<file path="src/rtl/utf8sd_pkg.sv">
`timescale 1ns / 1ps
// ----------------------------------------------------------------------------
// utf8sd_pkg
// Shared types and constants for the UTF-8 stream decoder.
// ----------------------------------------------------------------------------
package utf8sd_pkg;

    localparam int BYTE_W  = 8;
    localparam int CP_W    = 31;
    localparam int ST_W    = 3;
    localparam int TOTAL_W = 16;
    localparam int REM_W   = 3;

    localparam logic [TOTAL_W-1:0] TOTAL_MAX = 16'hFFFF;

    typedef enum logic [ST_W-1:0] {
        ST_CHAR     = 3'd0,
        ST_END      = 3'd1,
        ST_BAD_LEAD = 3'd2,
        ST_BAD_CONT = 3'd3,
        ST_TRUNC    = 3'd4
    } status_t;

    typedef struct packed {
        logic                valid;
        logic [CP_W-1:0]     code_point;
        status_t             status;
        logic [TOTAL_W-1:0]  char_total;
    } result_t;

endpackage

</file>
<file path="src/rtl/utf8sd_in_reg.sv">
`timescale 1ns / 1ps
// ----------------------------------------------------------------------------
// utf8sd_in_reg
// Input register: captures one byte per beat and holds it until the decode
// stage consumes it.
// ----------------------------------------------------------------------------
module utf8sd_in_reg (
    input  logic                         aclk,
    input  logic                         aresetn,
    input  logic                         s_valid,
    output logic                         s_ready,
    input  logic [utf8sd_pkg::BYTE_W-1:0] s_data_byte,
    input  logic                         take,
    output logic                         hold_valid,
    output logic [utf8sd_pkg::BYTE_W-1:0] hold_byte
);
    import utf8sd_pkg::*;

    logic              valid_reg;
    logic              valid_next;
    logic [BYTE_W-1:0] byte_reg;

    assign s_ready    = !valid_reg || take;
    assign valid_next = (s_valid && s_ready) ? 1'b1 : (take ? 1'b0 : valid_reg);

    always_ff @(posedge aclk) begin
        if (!aresetn) begin
            valid_reg <= 1'b0;
        end else begin
            valid_reg <= valid_next;
        end
    end

    always_ff @(posedge aclk) begin
        if (s_valid && s_ready) begin
            byte_reg <= s_data_byte;
        end
    end

    assign hold_valid = valid_reg;
    assign hold_byte  = byte_reg;

endmodule

</file>
<file path="src/rtl/utf8sd_decode.sv">
`timescale 1ns / 1ps
// ----------------------------------------------------------------------------
// utf8sd_decode
// Decode stage: classifies the held byte against the sequence state, updates
// the accumulator, remaining count and character counter, and forms a result.
// ----------------------------------------------------------------------------
module utf8sd_decode #(
    parameter int COUNT_BITS = 16
) (
    input  logic                          aclk,
    input  logic                          aresetn,
    input  logic                          fire,
    input  logic [utf8sd_pkg::BYTE_W-1:0] data_byte,
    output utf8sd_pkg::result_t           res
);
    import utf8sd_pkg::*;

    localparam logic [COUNT_BITS-1:0] CNT_MAX = {COUNT_BITS{1'b1}};

    logic [CP_W-1:0]       acc_reg;
    logic [CP_W-1:0]       acc_next;
    logic [REM_W-1:0]      rem_reg;
    logic [REM_W-1:0]      rem_next;
    logic [COUNT_BITS-1:0] cnt_reg;
    logic [COUNT_BITS-1:0] cnt_next;
    logic [COUNT_BITS-1:0] cnt_inc;
    logic [CP_W-1:0]       shifted;

    function automatic logic [TOTAL_W-1:0] clamp_total(input logic [COUNT_BITS-1:0] c);
        logic [31:0] wide;
        wide = 32'(c);
        return (wide > 32'(TOTAL_MAX)) ? TOTAL_MAX : wide[TOTAL_W-1:0];
    endfunction

    assign cnt_inc = (cnt_reg != CNT_MAX) ? cnt_reg + 1'b1 : cnt_reg;
    assign shifted = {acc_reg[CP_W-7:0], data_byte[5:0]};

    always_comb begin
        acc_next       = acc_reg;
        rem_next       = rem_reg;
        cnt_next       = cnt_reg;
        res.valid      = 1'b0;
        res.code_point = '0;
        res.status     = ST_CHAR;
        res.char_total = clamp_total(cnt_reg);
        if (rem_reg == '0) begin
            if (data_byte == '0) begin
                acc_next  = '0;
                cnt_next  = '0;
                res.valid = 1'b1;
                res.status = ST_END;
            end else if (!data_byte[7]) begin
                acc_next       = '0;
                cnt_next       = cnt_inc;
                res.valid      = 1'b1;
                res.code_point = CP_W'(data_byte);
                res.char_total = clamp_total(cnt_inc);
            end else if (data_byte[7:5] == 3'b110) begin
                acc_next = CP_W'(data_byte[4:0]);
                rem_next = 3'd1;
            end else if (data_byte[7:4] == 4'b1110) begin
                acc_next = CP_W'(data_byte[3:0]);
                rem_next = 3'd2;
            end else if (data_byte[7:3] == 5'b11110) begin
                acc_next = CP_W'(data_byte[2:0]);
                rem_next = 3'd3;
            end else if (data_byte[7:2] == 6'b111110) begin
                acc_next = CP_W'(data_byte[1:0]);
                rem_next = 3'd4;
            end else if (data_byte[7:1] == 7'b1111110) begin
                acc_next = CP_W'(data_byte[0]);
                rem_next = 3'd5;
            end else begin
                acc_next   = '0;
                res.valid  = 1'b1;
                res.status = ST_BAD_LEAD;
            end
        end else if (data_byte == '0) begin
            acc_next   = '0;
            rem_next   = '0;
            res.valid  = 1'b1;
            res.status = ST_TRUNC;
        end else if (data_byte[7:6] != 2'b10) begin
            acc_next   = '0;
            rem_next   = '0;
            res.valid  = 1'b1;
            res.status = ST_BAD_CONT;
        end else if (rem_reg == 3'd1) begin
            acc_next       = '0;
            rem_next       = '0;
            cnt_next       = cnt_inc;
            res.valid      = 1'b1;
            res.code_point = shifted;
            res.char_total = clamp_total(cnt_inc);
        end else begin
            acc_next = shifted;
            rem_next = rem_reg - 1'b1;
        end
    end

    always_ff @(posedge aclk) begin
        if (!aresetn) begin
            acc_reg <= '0;
            rem_reg <= '0;
            cnt_reg <= '0;
        end else if (fire) begin
            acc_reg <= acc_next;
            rem_reg <= rem_next;
            cnt_reg <= cnt_next;
        end
    end

endmodule

</file>
<file path="src/rtl/utf8sd_out_reg.sv">
`timescale 1ns / 1ps
// ----------------------------------------------------------------------------
// utf8sd_out_reg
// Result register: holds one decoded beat until the receiver takes it.
// ----------------------------------------------------------------------------
module utf8sd_out_reg (
    input  logic                           aclk,
    input  logic                           aresetn,
    input  logic                           load,
    input  utf8sd_pkg::result_t            res,
    output logic                           can_load,
    output logic                           m_valid,
    input  logic                           m_ready,
    output logic [utf8sd_pkg::CP_W-1:0]    m_code_point,
    output logic [utf8sd_pkg::ST_W-1:0]    m_status,
    output logic [utf8sd_pkg::TOTAL_W-1:0] m_char_total
);
    import utf8sd_pkg::*;

    logic               valid_reg;
    logic               valid_next;
    logic [CP_W-1:0]    cp_reg;
    logic [ST_W-1:0]    st_reg;
    logic [TOTAL_W-1:0] total_reg;

    assign can_load   = !valid_reg || m_ready;
    assign valid_next = load ? res.valid : (m_ready ? 1'b0 : valid_reg);

    always_ff @(posedge aclk) begin
        if (!aresetn) begin
            valid_reg <= 1'b0;
        end else begin
            valid_reg <= valid_next;
        end
    end

    always_ff @(posedge aclk) begin
        if (load && res.valid) begin
            cp_reg    <= res.code_point;
            st_reg    <= res.status;
            total_reg <= res.char_total;
        end
    end

    assign m_valid      = valid_reg;
    assign m_code_point = cp_reg;
    assign m_status     = st_reg;
    assign m_char_total = total_reg;

endmodule

</file>
<file path="src/rtl/utf8_stream_decoder_unit.sv">
`timescale 1ns / 1ps
// ----------------------------------------------------------------------------
// utf8_stream_decoder_unit
// UTF-8 byte stream decoder (legacy one- to six-byte forms).
//
// Input channel s_*: one byte of the string per beat on s_data_byte.
// Result channel m_*: code point, status and running character total. A
// lead byte of a multi-byte sequence and inner continuation bytes give no
// beat; a finished character, a zero byte (end or truncation) or an error
// gives exactly one.
// An accepted byte waits in the input register, then its result goes to the
// result register, which drives m_valid. Throughput: one byte per cycle
// unless m_ready stalls; set by the single decode stage between the registers.
// Reset (aresetn low, synchronous) empties both registers, clears the
// accumulator, the character counter and returns to lead-byte state.
// When m_ready is low the result register holds its beat; the decode stage
// and then s_ready stall behind it, with one byte held in the input register.
// ----------------------------------------------------------------------------
module utf8_stream_decoder_unit #(
    parameter int COUNT_BITS = 16
) (
    input  logic                           aclk,
    input  logic                           aresetn,
    input  logic                           s_valid,
    output logic                           s_ready,
    input  logic [utf8sd_pkg::BYTE_W-1:0]  s_data_byte,
    output logic                           m_valid,
    input  logic                           m_ready,
    output logic [utf8sd_pkg::CP_W-1:0]    m_code_point,
    output logic [utf8sd_pkg::ST_W-1:0]    m_status,
    output logic [utf8sd_pkg::TOTAL_W-1:0] m_char_total
);
    import utf8sd_pkg::*;

    logic              hold_valid;
    logic [BYTE_W-1:0] hold_byte;
    logic              can_load;
    logic              fire;
    result_t           res;

    assign fire = hold_valid && can_load;

    utf8sd_in_reg u_in_reg (
        .aclk        (aclk),
        .aresetn     (aresetn),
        .s_valid     (s_valid),
        .s_ready     (s_ready),
        .s_data_byte (s_data_byte),
        .take        (fire),
        .hold_valid  (hold_valid),
        .hold_byte   (hold_byte)
    );

    utf8sd_decode #(
        .COUNT_BITS (COUNT_BITS)
    ) u_decode (
        .aclk      (aclk),
        .aresetn   (aresetn),
        .fire      (fire),
        .data_byte (hold_byte),
        .res       (res)
    );

    utf8sd_out_reg u_out_reg (
        .aclk         (aclk),
        .aresetn      (aresetn),
        .load         (fire),
        .res          (res),
        .can_load     (can_load),
        .m_valid      (m_valid),
        .m_ready      (m_ready),
        .m_code_point (m_code_point),
        .m_status     (m_status),
        .m_char_total (m_char_total)
    );

endmodule

</file>
<file path="config.mk">
export PLATFORM = sky130hd
export DESIGN_NAME = utf8_stream_decoder_unit
export DESIGN_NICKNAME = d
export VERILOG_FILES = /design/src/rtl/utf8sd_pkg.sv /design/src/rtl/utf8sd_in_reg.sv /design/src/rtl/utf8sd_decode.sv /design/src/rtl/utf8sd_out_reg.sv /design/src/rtl/utf8_stream_decoder_unit.sv
export SDC_FILE = /design/constraint.sdc
export NUM_CORES = 1
export LEC_CHECK = 0
export BUFFER_PORTS_ARGS = -buffer_cell sky130_fd_sc_hd__buf_2
export CORE_MARGIN = 2
export CORE_UTILIZATION = 52
export DETAILED_ROUTE_END_ITERATION = 10
export PLACE_DENSITY = 0.76
export SETUP_SLACK_MARGIN = 0.1
export SLEW_MARGIN = 5
export SYNTH_ARGS = -nofsm -noshare
export SYNTH_HDL_FRONTEND = slang
export SYNTH_SLANG_ARGS = --single-unit
</file>
<file path="constraint.sdc">
create_clock -name aclk -period 5.44 [get_ports aclk]
set_input_delay 1.088 -clock aclk [delete_from_list [all_inputs] [get_ports aclk]]
set_output_delay 1.088 -clock aclk [all_outputs]
set_load 0.05 [all_outputs]
</file>
**After elaboration in Yosys (flattened, before gate mapping)**

Cells that the tools add are included.

- $add $sub $neg: 2
- Multiply operators: 0
- Divide/modulo/power cells: 0
- $lt $le $gt $ge: 0
- Equal/unequal tests: 11
- Shifts and indexed selects: 0
- Muxes and demuxes: 58
- Bitwise gates (word level): 0
- Reductions and logical operators: 12

Operators by type and width:

| cell | number |
|---|---|
| $mux W25 | 8 |
| $mux W16 | 8 |
| $mux W31 | 3 |
| $mux W3 | 19 |
| $mux W51 | 1 |
| $mux W32 | 1 |
| $add A16 B1 Y16 const B | 1 |
| $ne A16 B16 Y1 const B | 1 |
| $mux W1 | 14 |
| $logic_not A8 Y1 | 1 |
| $eq A7 B7 Y1 const B | 1 |
| $mux W7 | 1 |
| $eq A6 B6 Y1 const B | 1 |
| $mux W2 | 3 |
| $ne A2 B2 Y1 const B | 3 |
| $ne A6 B6 Y1 const B | 1 |
| $eq A5 B5 Y1 const B | 1 |
| $eq A4 B4 Y1 const B | 1 |
| $reduce_and A4 Y1 | 1 |
| $reduce_bool A2 Y1 | 2 |
| $eq A3 B1 Y1 const B | 1 |
| $eq A3 B3 Y1 const B | 1 |
| $logic_and A1 B1 Y1 | 3 |
| $logic_not A3 Y1 | 1 |
| 3 further kinds | 5 |

- Register bits: 104
- Latch bits: 0
- Bits in writable memories: 0
- ROM bits: 0
- Input bits: 12
- Output and inout port bits: 52
- Word-level logic and storage cells: 92
- Memories: 0

**Logic depth before layout (Yosys ltp)**

Gate-level depths: netlist (run 1).

- Word-level depth: 10
- Depth in mapped cells: 8
- Mapped depth without buffers: 7

**Modules after synthesis**

Synthesis (run 1) repeated with hierarchy kept, for this count alone.

- Cell total of the unflattened synthesis: 456
- Area, all modules: 4,828.4 um^2

By module, submodules not included:

| module | times used | cells each | area an instance (um^2) | sequential area each (um^2) |
|---|---|---|---|---|
| utf8sd_decode | 1 | 387 | 2,971.6 | 880.8 |
| utf8sd_out_reg | 1 | 55 | 1,552.7 | 1,521.5 |
| utf8sd_in_reg | 1 | 13 | 297.8 | 260.2 |
| utf8_stream_decoder_unit | 1 | 1 | 6.3 | 0.0 |

**Worst setup path after synthesis (run 1)**

Ideal clock, no wire load.

- Kind: input port to flip-flop
- Start point: in m_ready
- End point: reg u_out_reg.total_reg[0] (netlist: u_out_reg.m_char_total[0]), enable pin
- Setup time: 524 ps
- Data arrival time: 4,882 ps
- Required time: 4,916 ps
- Slack: 34 ps
- Stages: 3
- Buffers on the path: 0
- Path through: nand2b_1 nand2_1 nor3_1

- Cells in the longest elaborated chain, start to end: 3

RTL lines:

| item | line | source |
|---|---|---|
| start: declaration | utf8_stream_decoder_unit.sv:28 | `input logic m_ready,` |
| $logic_or A1 B1 Y1 | utf8sd_out_reg.sv:26 | `assign can_load = !valid_reg \|\| m_ready;` |
| $logic_and A1 B1 Y1 | utf8_stream_decoder_unit.sv:41 | `assign fire = hold_valid && can_load;` |
| $logic_and A1 B1 Y1 | utf8sd_out_reg.sv:38 | `if (load && res.valid) begin` |
| end signal: assignment | utf8sd_out_reg.sv:41 | `total_reg <= res.char_total;` |
| end: declaration | utf8sd_out_reg.sv:24 | `logic [TOTAL_W-1:0] total_reg;` |

Every way passes these cells.
A chain may end at the register's enable or synchronous reset.

**Worst setup path in the final report (run 1)**

- Start point: in m_ready
- End point: reg u_out_reg.total_reg[1] (netlist: u_out_reg.m_char_total[1]), enable pin

The elaborated chain is that of the path after synthesis.

==> results of run 1 <==
worst min-delay path: stages (launching register included):
cell and delay, ns:
dfxtp_1 0.32, nand2_1 0.05, a21oi_1 0.05
cells by family after synthesis:
group                    count (synthesis)  synth area share (%)
XOR/XNOR                                10                 1.888
AO/OA/AOI/OAI                          109                 14.78
flip-flops                             104                 57.39
multiplexers                             2                0.4585
buffers and inverters                   37                 3.398
AND/OR/NAND/NOR                        180                 21.01
adder cells (fa/ha/maj)                  4                 1.079
synthesized netlist by cell type (2+ instances only):
cell type and number:
nand2b_1 4, nor2b_1 5, a31oi_1 8, ha_1 4, clkbuf_1 16, buf_1 3
o211a_1 2, nand3_1 35, a311oi_1 3, nand3_2 2, and4_1 2, and2_1 32
a21oi_1 43, dfxtp_1 46, a211oi_1 5, o21ai_1 9, nor4_2 3, a41oi_1 3
or4_1 2, buf_2 9, nand4_1 3, o22ai_1 4, xnor2_1 7, o31ai_1 4
o21ai_0 8, a21boi_0 2, nor3_1 17, and3_1 5, xor2_1 3, nor2_1 21
o21a_1 4, edfxtp_1 58, nand2_1 42, o211ai_1 3, inv_1 8
per-stage QoR:
stage	std cells	total power [mW]	hold WS [ns]	instance area, sq um	worst slack, ns
global route	607	1.592	0.4654	5199	2.114
floorplan	446	1.048	0.4273	4644	1.611
CTS	607	1.551	0.4573	5199	2.302
detailed placement	591	1.098	0.4424	5014	1.902
finish	607	1.542	0.4565	5199	2.329
global placement	591	1.096	0.4366	5014	1.968
path summary, 6_finish.rpt:
path,startpoint,endpoint,slack [ns],cells past startpoint
setup / recovery,m_ready,u_out_reg.m_char_total[1],2.33,5
hold / removal,u_decode.acc_reg[23],u_decode.acc_reg[23],0.46,2
setup reg to reg,u_decode.rem_reg[0],u_out_reg.m_char_total[1],2.40,6
hold reg to reg,u_decode.acc_reg[23],u_decode.acc_reg[23],0.46,2
final cells by class:
| class | count | area (sq um) | area share, % |
|---|---|---|---|
| repair buffers | 66 | 350.3 | 6.739 |
| well taps | 108 | 135.1 | 2.599 |
| clock buffers | 9 | 123.9 | 2.383 |
| flip-flops and latches | 104 | 2663 | 51.22 |
| inverters | 8 | 30.03 | 0.5776 |
| multi-input cells | 305 | 1836 | 35.31 |
| clock inverters | 7 | 61.31 | 1.179 |
placed cells by master, fill, tap and decap left out, types with 4 or more instances in the layout:
| cell | count |
|---|---|
| a21oi_1 | 43 |
| nor2b_1 | 5 |
| o31ai_1 | 4 |
| nand2_1 | 42 |
| o21ai_1 | 9 |
| nand2b_1 | 4 |
| a211oi_1 | 5 |
| ha_1 | 4 |
| o21ai_0 | 8 |
| buf_2 | 63 |
| nor3_1 | 15 |
| clkbuf_8 | 9 |
| dfxtp_1 | 46 |
| and3_1 | 5 |
| o22ai_1 | 4 |
| a31oi_1 | 8 |
| edfxtp_1 | 58 |
| and2_1 | 32 |
| nor2_1 | 21 |
| xnor2_1 | 7 |
| nand3_1 | 35 |
| o21a_1 | 4 |
| inv_1 | 8 |
per-layer routing:
layer  part of all wire, %  up-vias  GRT usage, %  routed length [um]
li1                      -     1731             -                   -
met1                    44     1699         29.29                4391
met2                    47      140         31.87                4665
met3                   6.9       12         4.397                 683
met4                   1.4        0         7.060                 135
met5                     0        -             0                   0
power groups by stage:
stage | Sequential (mW) | Combinational, mW | Clock (mW)
3_3_place_gp | 0.892 | 0.204 | 0
6_report | 0.875 | 0.207 | 0.461
5_1_grt | 0.878 | 0.220 | 0.494
4_1_cts | 0.875 | 0.206 | 0.470
2_1_floorplan | 0.960 | 0.0879 | 0
3_5_place_dp | 0.892 | 0.206 | 0
==> reports/qor.log, run 1 <==
qor: worst_setup_path.critPathCaptureType flip-flop
qor: clocking.cts.path.max_buffers 2
qor: min_path.worstHoldPathType reg2reg
qor: detailed_routing.route.vias.total 3582
qor: cells_and_area.areaGrowthSynthToFinish 12.06%
qor: yosys.synth_async_sr_flop_share 0%
qor: detailed_routing.totalWireLength 9.875 mm
qor: worst_setup_path.max_incr_delay_on_cp 1.08 ns
qor: cells_and_area.largest_register_ffs 31
qor: worst_setup_path.crit_chain buf_2 > nand2b_1 > nand2_1 > nor3_4 > buf_12
qor: pwr.pd_cells 296.7 nW/um^2
qor: detailed_routing.antenna_violating_nets_post_route 0
qor: yosys.synth_area_per_cell 10.40 sq um
qor: cells_and_area.layout.core_utilization 59.90%
qor: worst_setup_path.timing.critical_path.slowest_stage_cell nor3_4
qor: pwr.p_int 1.083 mW
qor: detailed_routing.route.detailed.drc 0
qor: worst_setup_path.critical_path.top_delay_family simple AND/OR/NAND/NOR gates
qor: die.floorplan.initialDensity 53.46%
qor: sta.fmax 321.5 MHz
qor: worst_setup_path.crit_required 5.52 ns
qor: die.ios 64
qor: die.area_enclosed_by_the_die_boundary 9693 sq um
qor: grt.grt_remaining_overflow 0
qor: yosys.postSynthNetCount 462
qor: grt.grt_antenna_before_repair 0
qor: run.timing.max_cap.violations 0
qor: yosys.ys_ff_latch 104
qor: pwr.sequentialPowerShare 56.7%
qor: cells_and_area.n_fill_cell 759
qor: pwr.power.static_leakage 1.849 nW
qor: worst_setup_path.worst-endpoint-arrival 3.19 ns
qor: clocking.number_of_levels_the_h_tree_was_split_into 3
qor: clocking.cts.repair.resized 0
qor: yosys.synth_warnings 0
qor: grt.grt_pass1_vias 3209
qor: grt.grt_first_pass_wirelength 15.95 mm
qor: sta.report.final.setup_viol 0
qor: die.placeableCoreArea 8678 sq um
qor: die.fp.dieH 98.46 um
qor: yosys.synth_top_flop_cell edfxtp_1
qor: sta.max_slew.worst_pin.slew 1.122 ns
qor: clocking.worst_skew_pair.late_latency 0.38 ns
qor: clocking.cts.clk_slew.worst_paths 0.11 ns
qor: sta.final_hold_vio_count 0
qor: detailed_routing.viasPerCell 5.901
qor: clocking.postCtsSetupBuffers 0
qor: sta.period_share 57.18%
qor: status.status completed
qor: yosys.post_synth_num_cell_types 56
qor: cells_and_area.antenna_cells 0
qor: pwr.irDropWorstVdd 146.4 uV
qor: worst_setup_path.critPathKind in2reg
qor: worst_setup_path.worst-path-max-fanout 31
qor: detailed_routing.detailed_routing_iteration_count_for_the_pre_antenna_repair_pass 4
qor: pwr.p_sw_share 29.78%
qor: placement.hpwl 6.603 mm
qor: clocking.clkSinkCount 104
qor: pwr.clock_power_share 29.9%
qor: clocking.cts_made_buffers 9
qor: sta.fin_crit 3.111 ns
qor: yosys.synthCells 446
qor: worst_setup_path.worstSetupStartpointType input pin
qor: yosys.yosysTopAreaCell edfxtp_1
qor: placement.gp_congestion 0.9106
qor: yosys.synth_largest_type_area_fraction 37.54%
qor: clocking.clock_tree_from_tritoncts built
qor: yosys.synthTopCellsByArea edfxtp_1, dfxtp_1, a21oi_1, and2_1, nand3_1
qor: sta.grt_setup_unrepaired no
qor: placement.buffer_ports.inserted 63
qor: yosys.synth_sequential_area_ratio 57.39%
qor: die.num_rows 34
qor: cells_and_area.final_net_count 510
qor: pwr.share_comb_of_total_power 13.4%
qor: sta.skew 0.009480 ns
qor: grt.grt.total_usage 20.65%
qor: detailed_routing.post_detailed_route_wirelength_per_cell 16.27 um
qor: detailed_routing.drtIter0Drc 283
qor: grt.grt_max_degree 41
qor: worst_setup_path.crit_buf_inv 2
qor: pwr.switching_power 0.4592 mW
qor: clocking.hold_buffers 0
qor: cells_and_area.share_of_post_route_cells_with_drive_strength_above_1 19.04%
qor: die.chipWidth 98.46 um
qor: yosys.synth_edf_count 58
qor: clocking.clock_tree.root_cell clkbuf_8
qor: sta.worst_slew_margin_rel 24.67%
qor: yosys.synthesis.area 4639 sq um
qor: sta.timing.final.max_slew_violations 0
qor: sta.fin_tns_setup 0 ns
Power figures use the tool's default switching activity.
==> inputs of run 2 (changes only) <==
==> constraint.sdc (replaced) <==
create_clock -name aclk -period 2.7 [get_ports aclk]
set_input_delay 0.54 -clock aclk [delete_from_list [all_inputs] [get_ports aclk]]
set_output_delay 0.54 -clock aclk [all_outputs]
set_load 0.05 [all_outputs]
==> run 2 against run 1 <==
Routed wire length grew 2.0%. Non-clock buffer count grew 16. Sequential power increased by 100%. Combinational power is 120% higher. Via count shrank 0.70%. Register-to-register slack lost 2.0 ns. Worst setup slack worse by 1.9 ns. Clock-buffer cell count stayed put. Design area increased by 2.5%. Utilization grew 1.5 points. Clock power is 100% higher. Highest routed layer unchanged.
==> reports/qor.log, run 2 (synthesized netlist as in run 1, its figures left out) <==
qor: grt.grt.total_usage 21.48%
qor: pwr.clock_power_share 29.5%
qor: cells_and_area.areaGrowthSynthToFinish 14.86%
qor: clocking.clock_tree.root_cell clkbuf_8
qor: status.status completed
qor: pwr.switching_power 0.9261 mW
qor: clocking.cts.clk_slew.worst_paths 0.10 ns
qor: pwr.design_power_total 3.123 mW
qor: sta.report.final.setup_viol 0
qor: sta.final.hold.worst_slack 0.3419 ns
qor: pwr.p_int 2.197 mW
qor: cells_and_area.layout.cells.most_common buf_2
qor: cells_and_area.layout.core_utilization 61.40%
qor: placement.hpwl 7.027 mm
qor: detailed_routing.route.detailed.drc 0
qor: cells_and_area.n_fill_cell 718
qor: worst_setup_path.crit_path_start u_decode.rem_reg[0]
qor: detailed_routing.post_detailed_route_wirelength_per_cell 16.16 um
qor: worst_setup_path.critPathCaptureType flip-flop
qor: clocking.cts_made_buffers 9
qor: sta.setup_ws 0.4049 ns
qor: placement.pre_cts_slack 0.4376 ns
qor: sta.worst_slew_margin_rel 38.73%
qor: worst_setup_path.crit_path_end u_out_reg.m_char_total[12]
qor: pwr.p_sw_share 29.66%
qor: cells_and_area.largest_register_ffs 31
qor: grt.grt_antenna_before_repair 0
qor: grt.grt_first_pass_wirelength 16.59 mm
qor: detailed_routing.detailed_routing_iteration_count_for_the_pre_antenna_repair_pass 4
qor: cells_and_area.final_cell_area 5329 sq um
qor: detailed_routing.drtIter0Drc 234
qor: sta.timing.final.max_slew_violations 0
qor: die.floorplan.initialDensity 53.46%
qor: pwr.irDropWorstVdd 387.1 uV
qor: clocking.postCtsSetupBuffers 0
qor: detailed_routing.route.vias.total 3557
qor: clocking.worst_skew_pair.late_latency 0.38 ns
qor: worst_setup_path.worst-endpoint-arrival 2.50 ns
qor: cells_and_area.share_of_post_route_cells_with_drive_strength_above_1 22.72%
qor: cells_and_area.antenna_cells 0
qor: clocking.clkSinkCount 104
qor: worst_setup_path.r2r_end u_out_reg.m_char_total[12]
qor: placement.numPlacedInstances 607
qor: cells_and_area.layoutNonFillerInstCount 623
qor: clocking.hold_buffers 0
qor: die.placeableCoreArea 8678 sq um
qor: pwr.sequentialPowerShare 56.1%
qor: sta.grt_setup_unrepaired no
qor: die.num_rows 34
qor: placement.dpl_cell_area 5145 sq um
qor: worst_setup_path.crit_required 2.91 ns
qor: placement.buffer_ports.inserted 63
qor: worst_setup_path.reg2reg_depth 7
qor: die.chipWidth 98.46 um
qor: run.timing.max_cap.violations 0
qor: cells_and_area.final_cell_mix buf_2, edfxtp_1, dfxtp_1, a21oi_1, nand2_1
qor: die.area_enclosed_by_the_die_boundary 9693 sq um
qor: worst_setup_path.critPathKind reg2reg
qor: worst_setup_path.worst-path-max-fanout 10
qor: pwr.pd_cells 586.0 nW/um^2
qor: die.ios 64
qor: detailed_routing.totalWireLength 10.07 mm
qor: placement.gp_congestion 0.9639
qor: grt.grt_pass1_vias 3386
qor: grt.grt_max_degree 38
qor: clocking.clock_tree_from_tritoncts built
qor: detailed_routing.viasPerCell 5.709
qor: grt.grt_remaining_overflow 0
qor: pwr.share_comb_of_total_power 14.4%
qor: clocking.cts.repair.resized 0
qor: sta.period_share 85.00%
qor: worst_setup_path.launch_point_of_the_worst_reg_to_reg_path u_decode.rem_reg[0]
qor: min_path.worstHoldPathType in2reg
qor: sta.max_slew.worst_pin.slew 0.9180 ns
qor: clocking.cts.path.max_buffers 2
qor: worst_setup_path.worstSetupStartpointType flip-flop
qor: sta.final_hold_vio_count 0
qor: detailed_routing.antenna_violating_nets_post_route 0
qor: die.fp.dieH 98.46 um
qor: sta.fin_crit 2.295 ns
qor: sta.skew 0.01633 ns
qor: pwr.power.static_leakage 1.922 nW
qor: sta.fmax 435.7 MHz
qor: sta.fin_tns_setup 0 ns
qor: cells_and_area.final_net_count 526
qor: worst_setup_path.ff2ff_setup_slack 0.40 ns
qor: clocking.number_of_levels_the_h_tree_was_split_into 3
-- run 2: per-layer routing --
| layer | global-route usage [%] | wire length (um) | up-vias |
|---|---|---|---|
| li1 | - | - | 1758 |
| met1 | 28.52 | 4369 | 1657 |
| met2 | 35.37 | 4866 | 128 |
| met3 | 4.043 | 648 | 14 |
| met4 | 8.008 | 184 | 0 |
| met5 | 0 | 0 | - |
-- run 2: worst min path at each step --
stage	start	endpoint	slack [ns]	cells after the start
after floorplan	u_decode.acc_reg[19]	u_decode.acc_reg[19]	0.43	2
after global placement	u_decode.acc_reg[24]	u_decode.acc_reg[24]	0.44	2
after detailed placement	u_decode.acc_reg[21]	u_decode.acc_reg[21]	0.44	2
after CTS	s_data_byte[0]	u_in_reg.hold_byte[0]	0.33	1
after global routing	s_data_byte[6]	u_in_reg.hold_byte[6]	0.33	1
final	s_data_byte[0]	u_in_reg.hold_byte[0]	0.34	1
-- run 2: area by class of cell --
class,count,area (sq um),area share [%]
clock buffers,9,123.9,2.324
clock inverters,7,60.06,1.127
repair buffers,82,457.9,8.594
well taps,108,135.1,2.536
multi-input cells,305,1859,34.89
flip-flops and latches,104,2663,49.96
inverters,8,30.03,0.5635
-- run 2: critical path: stages (launching register included) --
cell and delay (ns):
dfxtp_1 0.34, inv_2 0.10, ha_4 0.18, or3b_1 0.40, o21ai_1 0.60, buf_4 0.26
a21oi_1 0.07, a31oi_1 0.20
-- run 2: power by group through the flow --
stage / clock network [mW] / registers [mW] / logic [mW]
final: 0.920 / 1.75 / 0.450
after floorplan: 0 / 1.93 / 0.185
after CTS: 0.936 / 1.75 / 0.449
after detailed placement: 0 / 1.79 / 0.447
after global placement: 0 / 1.79 / 0.443
after global routing: 1.00 / 1.76 / 0.481
